### config.mk
export PLATFORM = sky130hd
export DESIGN_NAME = combined_lcg_shuffle_rng
export DESIGN_NICKNAME = d
export VERILOG_FILES = /design/src/design/crng_pkg.sv /design/src/design/crng_gen_unit.sv /design/src/design/crng_slot_unit.sv /design/src/design/crng_table.sv /design/src/design/combined_lcg_shuffle_rng.sv
export SDC_FILE = /design/constraint.sdc
export NUM_CORES = 2
export LEC_CHECK = 0
export ABC_AREA = 1
export BUFFER_PORTS_ARGS = -buffer_cell sky130_fd_sc_hd__buf_2
export CAP_MARGIN = 10
export CORE_ASPECT_RATIO = 0.5
export CORE_MARGIN = 1.5
export CORE_UTILIZATION = 55
export CTS_CLUSTER_SIZE = 12
export DETAILED_ROUTE_END_ITERATION = 10
export GPL_TIMING_DRIVEN = 1
export PLACE_DENSITY = 0.79
export SYNTH_ARGS = -nofsm -noshare
export SYNTH_HDL_FRONTEND = slang
export SYNTH_SLANG_ARGS = --single-unit
### constraint.sdc
create_clock -name clk -period 5.7 [get_ports clk]
set_input_delay 1.425 -clock clk [delete_from_list [all_inputs] [get_ports clk]]
set_output_delay 1.425 -clock clk [all_outputs]
set_load 0.05 [all_outputs]
### src/design/crng_pkg.sv
// shared constants, types and a modular reduction function for the shuffled combined generator
package crng_pkg;

    // default shuffle table depth
    localparam int TABLE_DEPTH_DEF = 32;

    // generator word and product widths
    localparam int GEN_W  = 31;
    localparam int MUL_W  = 16;
    localparam int PROD_W = GEN_W + MUL_W;

    // moduli, multipliers and folding constants (modulus = 2^31 - fold)
    localparam logic [GEN_W-1:0] MOD1         = 31'd2147483563;
    localparam logic [GEN_W-1:0] MOD2         = 31'd2147483399;
    localparam logic [GEN_W-1:0] MOD1_LESS1   = 31'd2147483562;
    localparam logic [MUL_W-1:0] MUL1         = 16'd40014;
    localparam logic [MUL_W-1:0] MUL2         = 16'd40692;
    localparam logic [7:0]       FOLD1        = 8'd85;
    localparam logic [7:0]       FOLD2        = 8'd249;
    localparam logic [GEN_W-1:0] SECOND_RESET = 31'd123456789;

    // slot index by reciprocal multiplication
    localparam int SLOT_SHIFT   = 40;
    localparam int SLOT_RECIP_W = 16;
    localparam int SLOT_Q_W     = 7;
    localparam int SLOT_PROD_W  = GEN_W + SLOT_RECIP_W;

    typedef logic [GEN_W-1:0]  gen_t;
    typedef logic [PROD_W-1:0] prod_t;

    // transaction function codes
    typedef enum logic {
        FUNC_DRAW   = 1'b0,
        FUNC_RESEED = 1'b1
    } func_t;

    // table port control between sequencer and table memory
    typedef struct packed {
        logic rd_en;
        logic wr_en;
    } tbl_ctrl_t;

    // reduce a 47-bit product modulo 2^31 - fold: hi*fold + lo stays below twice the modulus
    function automatic gen_t fold_reduce(input prod_t p, input logic [7:0] fold,
                                         input gen_t modulus);
        logic [GEN_W:0] s;
        s = {1'b0, p[GEN_W-1:0]}
            + ({{(GEN_W+1-MUL_W){1'b0}}, p[PROD_W-1:GEN_W]} * {{(GEN_W-7){1'b0}}, fold});
        if (s >= {1'b0, modulus})
        begin
            s = s - {1'b0, modulus};
        end
        return s[GEN_W-1:0];
    endfunction

endpackage

### src/design/crng_gen_unit.sv
// step unit for both congruential generators: registered multiply, then fold and reduce
module crng_gen_unit (
    input  logic              clk,
    input  crng_pkg::gen_t    first_gen,
    input  crng_pkg::gen_t    second_gen,
    output crng_pkg::gen_t    first_step,
    output crng_pkg::gen_t    second_step
);

    crng_pkg::prod_t prod1_reg;
    crng_pkg::prod_t prod2_reg;
    crng_pkg::prod_t prod1_next;
    crng_pkg::prod_t prod2_next;

    // product stage
    assign prod1_next = crng_pkg::PROD_W'(first_gen) * crng_pkg::PROD_W'(crng_pkg::MUL1);
    assign prod2_next = crng_pkg::PROD_W'(second_gen) * crng_pkg::PROD_W'(crng_pkg::MUL2);

    always_ff @(posedge clk)
    begin
        prod1_reg <= prod1_next;
        prod2_reg <= prod2_next;
    end

    // reduction stage
    assign first_step  = crng_pkg::fold_reduce(prod1_reg, crng_pkg::FOLD1, crng_pkg::MOD1);
    assign second_step = crng_pkg::fold_reduce(prod2_reg, crng_pkg::FOLD2, crng_pkg::MOD2);

endmodule

### src/design/crng_slot_unit.sv
// slot index from the previous output: divide by a constant via reciprocal and one correction
module crng_slot_unit #(
    parameter int TABLE_DEPTH = crng_pkg::TABLE_DEPTH_DEF
) (
    input  logic                           clk,
    input  crng_pkg::gen_t                 last_output,
    output logic [$clog2(TABLE_DEPTH)-1:0] slot
);

    localparam int IDX_W    = $clog2(TABLE_DEPTH);
    localparam int SLOT_DIV = 1 + 2147483562 / TABLE_DEPTH;
    localparam longint RECIP = (64'd1 << crng_pkg::SLOT_SHIFT) / SLOT_DIV;
    localparam int QD_W     = crng_pkg::SLOT_Q_W + crng_pkg::GEN_W;
    localparam logic [crng_pkg::SLOT_RECIP_W-1:0] RECIP_L = crng_pkg::SLOT_RECIP_W'(RECIP);
    localparam logic [crng_pkg::GEN_W-1:0] DIV_L = crng_pkg::GEN_W'(SLOT_DIV);
    localparam logic [crng_pkg::SLOT_Q_W-1:0] LAST_SLOT = crng_pkg::SLOT_Q_W'(TABLE_DEPTH - 1);

    logic [crng_pkg::SLOT_PROD_W-1:0] prod_reg;
    logic [crng_pkg::SLOT_PROD_W-1:0] prod_next;
    logic [crng_pkg::SLOT_Q_W-1:0]    q0_reg;
    logic [crng_pkg::SLOT_Q_W-1:0]    q0_next;
    logic [crng_pkg::GEN_W-1:0]       rem_reg;
    logic [QD_W-1:0]                  qd;
    logic [QD_W-1:0]                  rem_next;
    logic [crng_pkg::SLOT_Q_W-1:0]    q;

    // estimate: quotient is exact or one short
    assign prod_next = crng_pkg::SLOT_PROD_W'(last_output)
                       * crng_pkg::SLOT_PROD_W'(RECIP_L);
    assign q0_next   = prod_reg[crng_pkg::SLOT_PROD_W-1:crng_pkg::SLOT_SHIFT];
    assign qd        = QD_W'(q0_next) * QD_W'(DIV_L);
    assign rem_next  = QD_W'(last_output) - qd;

    always_ff @(posedge clk)
    begin
        prod_reg <= prod_next;
        q0_reg   <= q0_next;
        rem_reg  <= rem_next[crng_pkg::GEN_W-1:0];
    end

    // correction and clamp to last slot
    always_comb
    begin
        q = q0_reg + crng_pkg::SLOT_Q_W'(rem_reg >= DIV_L);
        if (q > LAST_SLOT)
        begin
            q = LAST_SLOT;
        end
    end

    assign slot = q[IDX_W-1:0];

endmodule

### src/design/crng_table.sv
// shuffle table memory with per-entry valid bits so unwritten entries read as zero
module crng_table #(
    parameter int TABLE_DEPTH = crng_pkg::TABLE_DEPTH_DEF
) (
    input  logic                           clk,
    input  logic                           rst_n,
    input  crng_pkg::tbl_ctrl_t            ctrl,
    input  logic [$clog2(TABLE_DEPTH)-1:0] rd_addr,
    input  logic [$clog2(TABLE_DEPTH)-1:0] wr_addr,
    input  crng_pkg::gen_t                 wr_data,
    output crng_pkg::gen_t                 rd_data
);

    crng_pkg::gen_t          mem [TABLE_DEPTH];
    logic [TABLE_DEPTH-1:0]  valid_reg;
    crng_pkg::gen_t          rd_mem_reg;
    logic                    rd_valid_reg;

    // valid bits, cleared at reset
    always_ff @(posedge clk or negedge rst_n)
    begin
        if (!rst_n)
        begin
            valid_reg    <= '0;
            rd_valid_reg <= 1'b0;
        end
        else
        begin
            if (ctrl.wr_en)
            begin
                valid_reg[wr_addr] <= 1'b1;
            end
            if (ctrl.rd_en)
            begin
                rd_valid_reg <= valid_reg[rd_addr];
            end
        end
    end

    // storage with registered read
    always_ff @(posedge clk)
    begin
        if (ctrl.wr_en)
        begin
            mem[wr_addr] <= wr_data;
        end
        if (ctrl.rd_en)
        begin
            rd_mem_reg <= mem[rd_addr];
        end
    end

    assign rd_data = rd_valid_reg ? rd_mem_reg : '0;

endmodule

### src/design/combined_lcg_shuffle_rng.sv
// Combined two-generator random source with a shuffle table held in a small memory.
// Each transaction on the input gives exactly one draw on the output. A plain draw
// (func 0) goes from acceptance to a loaded result through the shared multiply/reduce
// unit that steps both generators (multiply, then reduce), while the table slot is
// formed from the previous output alongside, then the synchronous table read at that
// slot, then forming the result and writing the slot back; the next transaction is
// taken once the sequencer is back in idle, so one draw finishes before the next is
// accepted. A reseed (func 1) first runs TABLE_DEPTH+8 warm-up steps through the same
// unit, then the draw. A result waiting on the output does not block the next
// transaction from being accepted; the following draw then waits in its final step
// until the output register is free. The integer draw lies in 1..2147483562; divide by
// 2147483563 for the uniform fraction.
module combined_lcg_shuffle_rng #(
    parameter int TABLE_DEPTH = crng_pkg::TABLE_DEPTH_DEF
) (
    input  logic                 clk,
    input  logic                 rst_n,
    input  logic                 in_valid,
    output logic                 in_ready,
    input  logic                 func,
    input  logic [30:0]          seed,
    output logic                 out_valid,
    input  logic                 out_ready,
    output logic [30:0]          draw
);

    localparam int IDX_W = $clog2(TABLE_DEPTH);
    localparam int CNT_W = $clog2(TABLE_DEPTH + 8);
    localparam logic [CNT_W-1:0] WARM_TOP  = CNT_W'(TABLE_DEPTH + 7);
    localparam logic [CNT_W-1:0] DEPTH_CNT = CNT_W'(TABLE_DEPTH);

    typedef enum logic [6:0] {
        ST_IDLE     = 7'b0000001,
        ST_WARM_MUL = 7'b0000010,
        ST_WARM_RED = 7'b0000100,
        ST_DRAW_MUL = 7'b0001000,
        ST_DRAW_RED = 7'b0010000,
        ST_DRAW_IDX = 7'b0100000,
        ST_DRAW_RD  = 7'b1000000
    } state_t;

    state_t              state_reg;
    state_t              state_next;
    crng_pkg::gen_t      first_gen_reg;
    crng_pkg::gen_t      first_gen_next;
    crng_pkg::gen_t      second_gen_reg;
    crng_pkg::gen_t      second_gen_next;
    crng_pkg::gen_t      last_output_reg;
    crng_pkg::gen_t      last_output_next;
    logic [CNT_W-1:0]    warm_cnt_reg;
    logic [CNT_W-1:0]    warm_cnt_next;
    logic [IDX_W-1:0]    slot_reg;
    logic [IDX_W-1:0]    slot_next;
    logic                out_valid_reg;
    logic                out_valid_next;
    crng_pkg::gen_t      draw_reg;
    crng_pkg::gen_t      draw_next;

    crng_pkg::gen_t      first_step;
    crng_pkg::gen_t      second_step;
    logic [IDX_W-1:0]    slot;
    crng_pkg::tbl_ctrl_t tbl_ctrl;
    logic [IDX_W-1:0]    tbl_wr_addr;
    crng_pkg::gen_t      tbl_wr_data;
    crng_pkg::gen_t      tbl_rd_data;
    logic                out_free;
    logic [32:0]         diff;
    logic [32:0]         diff_wrap;
    crng_pkg::gen_t      draw_res;

    // generator step unit
    crng_gen_unit u_gen (
        .clk         (clk),
        .first_gen   (first_gen_reg),
        .second_gen  (second_gen_reg),
        .first_step  (first_step),
        .second_step (second_step)
    );

    // slot index from previous output
    crng_slot_unit #(
        .TABLE_DEPTH (TABLE_DEPTH)
    ) u_slot (
        .clk         (clk),
        .last_output (last_output_reg),
        .slot        (slot)
    );

    // shuffle table
    crng_table #(
        .TABLE_DEPTH (TABLE_DEPTH)
    ) u_table (
        .clk     (clk),
        .rst_n   (rst_n),
        .ctrl    (tbl_ctrl),
        .rd_addr (slot),
        .wr_addr (tbl_wr_addr),
        .wr_data (tbl_wr_data),
        .rd_data (tbl_rd_data)
    );

    // result: table entry minus second generator, wrapped into range
    always_comb
    begin
        diff      = {2'b00, tbl_rd_data} - {2'b00, second_gen_reg};
        diff_wrap = diff;
        if (diff[32] || (diff == '0))
        begin
            diff_wrap = diff + {2'b00, crng_pkg::MOD1_LESS1};
        end
        draw_res = diff_wrap[crng_pkg::GEN_W-1:0];
    end

    assign in_ready = (state_reg == ST_IDLE);
    assign out_free = !out_valid_reg || out_ready;

    // sequencer
    always_comb
    begin
        state_next       = state_reg;
        first_gen_next   = first_gen_reg;
        second_gen_next  = second_gen_reg;
        last_output_next = last_output_reg;
        warm_cnt_next    = warm_cnt_reg;
        slot_next        = slot_reg;
        draw_next        = draw_reg;
        out_valid_next   = out_valid_reg && !out_ready;
        tbl_ctrl         = '0;
        tbl_wr_addr      = slot_reg;
        tbl_wr_data      = first_gen_reg;

        unique case (state_reg)
            ST_IDLE:
            begin
                if (in_valid)
                begin
                    if (func == crng_pkg::FUNC_RESEED)
                    begin
                        first_gen_next = (seed == '0) ? crng_pkg::GEN_W'(1) : seed;
                        warm_cnt_next  = WARM_TOP;
                        state_next     = ST_WARM_MUL;
                    end
                    else
                    begin
                        state_next = ST_DRAW_MUL;
                    end
                end
            end
            ST_WARM_MUL:
            begin
                state_next = ST_WARM_RED;
            end
            ST_WARM_RED:
            begin
                first_gen_next = first_step;
                tbl_wr_addr    = warm_cnt_reg[IDX_W-1:0];
                tbl_wr_data    = first_step;
                tbl_ctrl.wr_en = (warm_cnt_reg < DEPTH_CNT);
                if (warm_cnt_reg == '0)
                begin
                    last_output_next = first_step;
                    state_next       = ST_DRAW_MUL;
                end
                else
                begin
                    warm_cnt_next = warm_cnt_reg - CNT_W'(1);
                    state_next    = ST_WARM_MUL;
                end
            end
            ST_DRAW_MUL:
            begin
                state_next = ST_DRAW_RED;
            end
            ST_DRAW_RED:
            begin
                first_gen_next  = first_step;
                second_gen_next = second_step;
                state_next      = ST_DRAW_IDX;
            end
            ST_DRAW_IDX:
            begin
                tbl_ctrl.rd_en = 1'b1;
                slot_next      = slot;
                state_next     = ST_DRAW_RD;
            end
            ST_DRAW_RD:
            begin
                if (out_free)
                begin
                    tbl_ctrl.wr_en   = 1'b1;
                    out_valid_next   = 1'b1;
                    draw_next        = draw_res;
                    last_output_next = draw_res;
                    state_next       = ST_IDLE;
                end
            end
            default:
            begin
                state_next = ST_IDLE;
            end
        endcase
    end

    // control and generator state
    always_ff @(posedge clk or negedge rst_n)
    begin
        if (!rst_n)
        begin
            state_reg       <= ST_IDLE;
            first_gen_reg   <= '0;
            second_gen_reg  <= crng_pkg::SECOND_RESET;
            last_output_reg <= '0;
            warm_cnt_reg    <= '0;
            out_valid_reg   <= 1'b0;
        end
        else
        begin
            state_reg       <= state_next;
            first_gen_reg   <= first_gen_next;
            second_gen_reg  <= second_gen_next;
            last_output_reg <= last_output_next;
            warm_cnt_reg    <= warm_cnt_next;
            out_valid_reg   <= out_valid_next;
        end
    end

    // payload registers
    always_ff @(posedge clk)
    begin
        slot_reg <= slot_next;
        draw_reg <= draw_next;
    end

    assign out_valid = out_valid_reg;
    assign draw      = draw_reg;

endmodule

Yosys cells after proc, flatten, opt, wreduce, memory -nomap -nowiden
Memories as Yosys holds them, arrays and structs flattened. A register that Yosys moved wholly into a read port is not among the register bits.
Index checks and enable logic that the tools add are counted.

storage, ports and cells
  input port bits = 36
  output and inout bits = 33
  memories = 1
  register bits = 334
  word-level logic and storage cells = 103
  RAM bits = 992

cells by class
  $lt $le $gt $ge = 8
  bitwise logic cells = 1
  mux-type cells = 34
  add/sub/neg operators = 9
  equal/unequal tests = 12
  reduce and logical (&&, ||, !) cells = 18
  multiply operators = 5

memory list
  name         depth  width  read ports  clocked after memory_dff  write ports  line              text
  u_table.mem  32     31     1           1                         1            crng_table.sv:14  crng_pkg::gen_t mem [TABLE_DEPTH];

operator list
  cell                      count
  $mux W31                  10
  $pmux W31 S2              2
  $ge A32 B31 Y1 const B    2
  $sub A31 B31 Y31 const B  2
  $pmux W7 S7               1
  $mul A31 B15 Y46 const B  1
  $mul A31 B14 Y45 const B  1
  $logic_not A33 Y1         1
  $add A31 B23 Y32          1
  $add A31 B24 Y32          1
  $or A32 B32 Y32           1
  $sub A31 B31 Y32          1
  $add A31 B8 Y31 const B   1
  $ge A31 B26 Y1 const B    1
  $logic_not A31 Y1         1
  $sub A31 B31 Y31          1
  $mul A5 B25 Y30 const B   1
  $mul A16 B8 Y24 const B   1
  $mul A16 B7 Y23 const B   1
  $mux W6                   3
  $mux W7                   2
  $lt A5 B6 Y1 const B      2
  $pmux W6 S2               1
  $mux W5                   2
  28 further kinds          46

Longest topological paths before layout
  depth in word-level cells = 7
  depth in mapped cells = 31
  gate-level depth less buffers = 29

By module
A second synthesis with hierarchy kept.

second synthesis, totals
  cell total of the unflattened synthesis = 9267
  area, all modules = 85147.9 um^2

by module, submodules not included
  module                    area an instance (um^2)  instances  cells an instance
  crng_table                42684.7                  1          3509
  crng_gen_unit             27634.0                  1          3503
  combined_lcg_shuffle_rng  10751.6                  1          1639
  crng_slot_unit            4077.7                   1          616

Least setup slack after synthesis
OpenSTA, ideal clock, no wires.

  kind = register -> register
  start point = register u_gen.prod1_reg[32]
  end point = memory u_table.mem[0][25] (netlist bit), data pin
  data arrival time = 5.479 ns
  stages on the path, launching flop included = 26
  setup time = 0.454 ns
  path buffers = 1
  setup slack = -0.233 ns
  required time = 5.246 ns
  period minus slack after synthesis = 5.933 ns
  cells stage by stage = dfxtp_1 ha_1 fa_1 inv_1 fa_1 fa_1 inv_1 ha_1 nand2_1 nand2_1 a21oi_1 nand2_2 nand2_1 nand2_1 nand2_1 nand2_2 nand2_1 nor2_2 nand3_2 nor2_2 nand2_2 nand2_4 buf_8 nand2_1 nand2_1 o21ai_0

on the way
  word-level cells in the longest chain between the ends = 5
  elaborated cells on any way between the ends = 6

RTL lines
  element                                                    line                             text
  from (decl)                                                crng_gen_unit.sv:10              crng_pkg::prod_t prod1_reg;
  from (signal assigned)                                     crng_gen_unit.sv:21              prod1_reg <= prod1_next;
  $mul A16 B7 Y23 *                                          crng_pkg.sv:48                   + ({{(GEN_W+1-MUL_W){1'b0}}, p[PROD_W-1:GEN_W]} * {{(GEN_W-7){1'b0}}, fold});
  $add A31 B23 Y32 *                                         crng_pkg.sv:48
  $sub A31 B31 Y31 / $ge A32 B31 Y1 (equally long branches)  crng_pkg.sv:51, crng_pkg.sv:49
  $mux W31 *                                                 crng_pkg.sv:49                   if (s >= {1'b0, modulus})
  $mux W31 *                                                 combined_lcg_shuffle_rng.sv:132  unique case (state_reg)
  net tbl_wr_data[25]                                        combined_lcg_shuffle_rng.sv:64   crng_pkg::gen_t tbl_wr_data;
  to (decl)                                                  crng_table.sv:14

Mark *: on every way through the listed nets, which the timed path passes. The rest lies on a longest branch.

Final worst setup path
  start point = register first_gen_reg[21]
  end point = register u_gen.prod1_reg[44]

on the way
  word-level cells in the longest chain between the ends = 1

RTL lines
  element                   line                             text
  from (decl)               combined_lcg_shuffle_rng.sv:44   crng_pkg::gen_t first_gen_reg;
  from (signal assigned)    combined_lcg_shuffle_rng.sv:219  first_gen_reg <= first_gen_next;
  $mul A31 B15 Y46          crng_gen_unit.sv:16              assign prod1_next = crng_pkg::PROD_W'(first_gen) * crng_pkg::PROD_W'(crng_pkg::MUL1);
  net u_gen.prod1_next[44]  crng_gen_unit.sv:12              crng_pkg::prod_t prod1_next;

The timed path passes the listed nets, and every way through them passes these cells.
A chain may end at the register's enable or synchronous reset.

==> flow_summary_export.csv <==
group,metric,value,unit
synthesis,yosysTopAreaCell,"edfxtp_1",
floorplan,ios,69,
placed_design,hpwl,170,mm
min_path,hold_depth,0,
final_layout,n_fill_cell,11300,
synthesis,postSynth.asyncResetShare,0.105,
synthesis,syn_area,81600,sq um
floorplan,die_w,548,um
cts,cts_tree,"built",
detailed_routing,dr.pass1.iters,9,
synthesis,synth_cell_type_count,58,
cts,cts-root-buf,"clkbuf_16",
floorplan,core_area,147000,sq um
synthesis,yosysSeqAreaShare,0.464,
setup_path,crit_path_top_delay_cell,"fa_1",
sta,worstMarginPinSlew,1.27,ns
synthesis,synth_enable_flop_cells,1059,
synthesis,synth_fp_nets,9415,
sta,slew-limit-headroom,0.148,
run,drv_cap,0,
detailed_routing,drt-initial-drc-count,7939,
floorplan,die_h,275,um
final_layout,antenna_cells,0,
final_layout,nNetsFinal,9701,
sta,finalSetupTns,0,ns
grt,grt_use_total,0.321,
setup_path,cp-end-kind,"register",
grt,overflow,0,
sta,fin_crit,5.53,ns
placed_design,numPortBuffers,68,
grt,grt_max_degree,147,
final_layout,largest_reg_flops,992,
cts,clockBufferDepth,3,
sta,max_freq,181,MHz
detailed_routing,wl_per_cell,23.0,um
sta,worst_slack,0.169,ns
floorplan,die_area,151000,sq um
synthesis,synth_seq_cells,1329,
placed_design,gp_congestion,0.987,
synthesis,synth_warnings,0,
floorplan,num_rows,99,
detailed_routing,num_vias,63700,
min_path,min_path_type,"register to register",
synthesis,synthCells,8381,
setup_path,reg2reg_depth,21,
detailed_routing,viasPerCell,5.95,
sta,clock_skew,0.0940,ns
status,status,"finished clean",
cts,cts-buffers-inserted,133,
detailed_routing,remaining_drc_errors,0,
sta,report.final.slew_viol_count,0,
cts,clkLatencyLatePin,0.82,ns
setup_path,crit_type,"register to register",
setup_path,cpMostUsedCell,"fa_1",
setup_path,cp_max_fo,4,
sta,hold_viol,0,
final_layout,final_util,0.628,
grt,grt_pass1_wl,365,mm
setup_path,cpPeakStageDelay,0.51,ns
cts,clock_sinks,1329,
grt,grt_pass1_vias,61200,
final_layout,drive_above_1_share,0.110,
synthesis,syn_avg_cell_area,9.74,sq um
cts,h-tree-depth,4,
final_layout,area_growth,12.7,%
synthesis,synth_flop_cell,"edfxtp_1",
placed_design,pre_cts_slack,-0.308,ns
cts,clk_pin_slew,0.06,ns
setup_path,crit_arrival,6.23,ns
grt,antenna_found_initial,10,
floorplan,initial_core_util,0.557,
synthesis,synth_top_area_share,0.390,
synthesis,yosys-top-cells-area,"edfxtp_1 39%, fa_1 11%, ha_1 8.2%, nand2_1 6.0%, inv_1 5.8%",
sta,period_share,0.970,
sta,rsz0062_at_grt,"true",
setup_path,start_kind,"register",
setup_path,crit_chain,"buf_4 > fa_1 > ha_1 > fa_1 > inv_1 > fa_1 > inv_1 > fa_1 > inv_1 > fa_1 > inv_1 > ha_1 > buf_4 > a21o_1 > a31oi_2 > nor2_1 > nor3_2 > nand3_2 > a21o_1 > a31oi_1 > xor2_1",
setup_path,critPathRequiredTime,6.40,ns
detailed_routing,ant_nets,0,
sta,setup_viol,0,
detailed_routing,drt-total-wl,246,mm
[through the flow]
stage | area, sq um | hold slack, ns | cells
global route | 92000 | 0.450 | 10700
floorplan | 81700 | 0.374 | 8381
finish | 92000 | 0.435 | 10700
CTS | 90900 | 0.435 | 10700
detailed placement | 86800 | 0.414 | 10500
global placement | 86800 | 0.398 | 10500
[cells in the final DEF, fill, tap and decap left out, types with 138 or more instances in the layout]
cell type	n
edfxtp_1	1059
clkbuf_16	138
fa_1	461
nand2_1	1292
nor2_1	867
a21oi_1	279
o21ai_0	701
nand3_1	308
inv_1	1267
ha_1	501
buf_4	308
[Yosys cell counts, types with 12 or more instances]
cell / count
nand2_1: 1315
inv_1: 1272
edfxtp_1: 1059
nor2_1: 925
o21ai_0: 727
ha_1: 535
fa_1: 463
nand3_1: 315
a21oi_1: 311
clkbuf_1: 243
dfxtp_1: 131
o22ai_1: 125
dfrtp_1: 122
xor2_1: 122
o211ai_1: 92
o221ai_1: 83
a31oi_1: 73
nand4_1: 64
xnor2_1: 61
o22a_1: 48
nor3_1: 35
or2_2: 27
nand2_2: 22
nor4_1: 21
buf_1: 20
a21o_1: 18
o21ai_1: 18
dfstp_2: 17
nand3b_1: 17
o21a_1: 12
[worst max-delay path, delay by kind of cell (launching register included)]
kind / cells / cell delay, ns
adder cells (fa/ha/maj): 7 / 3.13
AO/OA/AOI/OAI: 4 / 0.74
buffers and inverters: 6 / 0.55
AND/OR/NAND/NOR: 3 / 0.41
flip-flops: 1 / 0.41
XOR/XNOR: 1 / 0.18
[per-layer routing]
layer / global-route usage / up-vias / part of all wire
met5: 0 / - / 0.00025
met4: 0.142 / 10 / 0.046
met3: 0.0702 / 643 / 0.11
met2: 0.503 / 3716 / 0.45
met1: 0.432 / 30700 / 0.39
li1: - / 28600 / -
[area by class of cell]
class	instances	area, sq um	share of cell area
Clock buffer	165	3500	0.0380
Clock inverter	26	459	0.00499
Inverter	1284	4830	0.0525
Multi-Input combinational cell	5487	39000	0.424
Sequential cell	1329	38000	0.413
Tap cell	1969	2460	0.0268
Timing Repair Buffer	432	3790	0.0411
[kinds of logic after synthesis]
logic type	Yosys count	synth area share
flops	1329	0.464
simple gates	2768	0.139
buf+inv	1565	0.0727
fa+ha+maj	998	0.196
compound gates	1534	0.108
xor+xnor	187	0.0206
[worst paths after layout]
path	startpoint	to	slack (ns)
worst max-delay path	first_gen_reg[21]$_DFFE_PN0P_	u_gen.prod1_reg[44]$_DFF_P_	0.17
worst min-delay path	last_output_reg[27]$_DFFE_PN0P_	u_slot.prod_reg[41]$_DFF_P_	0.44
worst max register to register	first_gen_reg[21]$_DFFE_PN0P_	u_gen.prod1_reg[44]$_DFF_P_	0.17
worst min register to register	last_output_reg[27]$_DFFE_PN0P_	u_slot.prod_reg[41]$_DFF_P_	0.44
max in group asynchronous	rst_n	first_gen_reg[20]$_DFFE_PN0P_	4.07
min in group asynchronous	rst_n	second_gen_reg[27]$_DFFE_PN0N_	0.49
[repair_timing]
action | 4_1_cts | 5_1_grt
gates cloned | 0 | 3
hold buffers | 0 | 0
endpoints found under the setup margin | 233 | 1097
buffers inserted | 5 | 35
hold endpoints to repair | 0 | 0
gates resized for setup | 25 | 217
pin swaps | 3 | 30
Power is left out: the tool's default activity adds up to more than one toggle a clock period on the data nets, which glitch-free logic cannot reach.
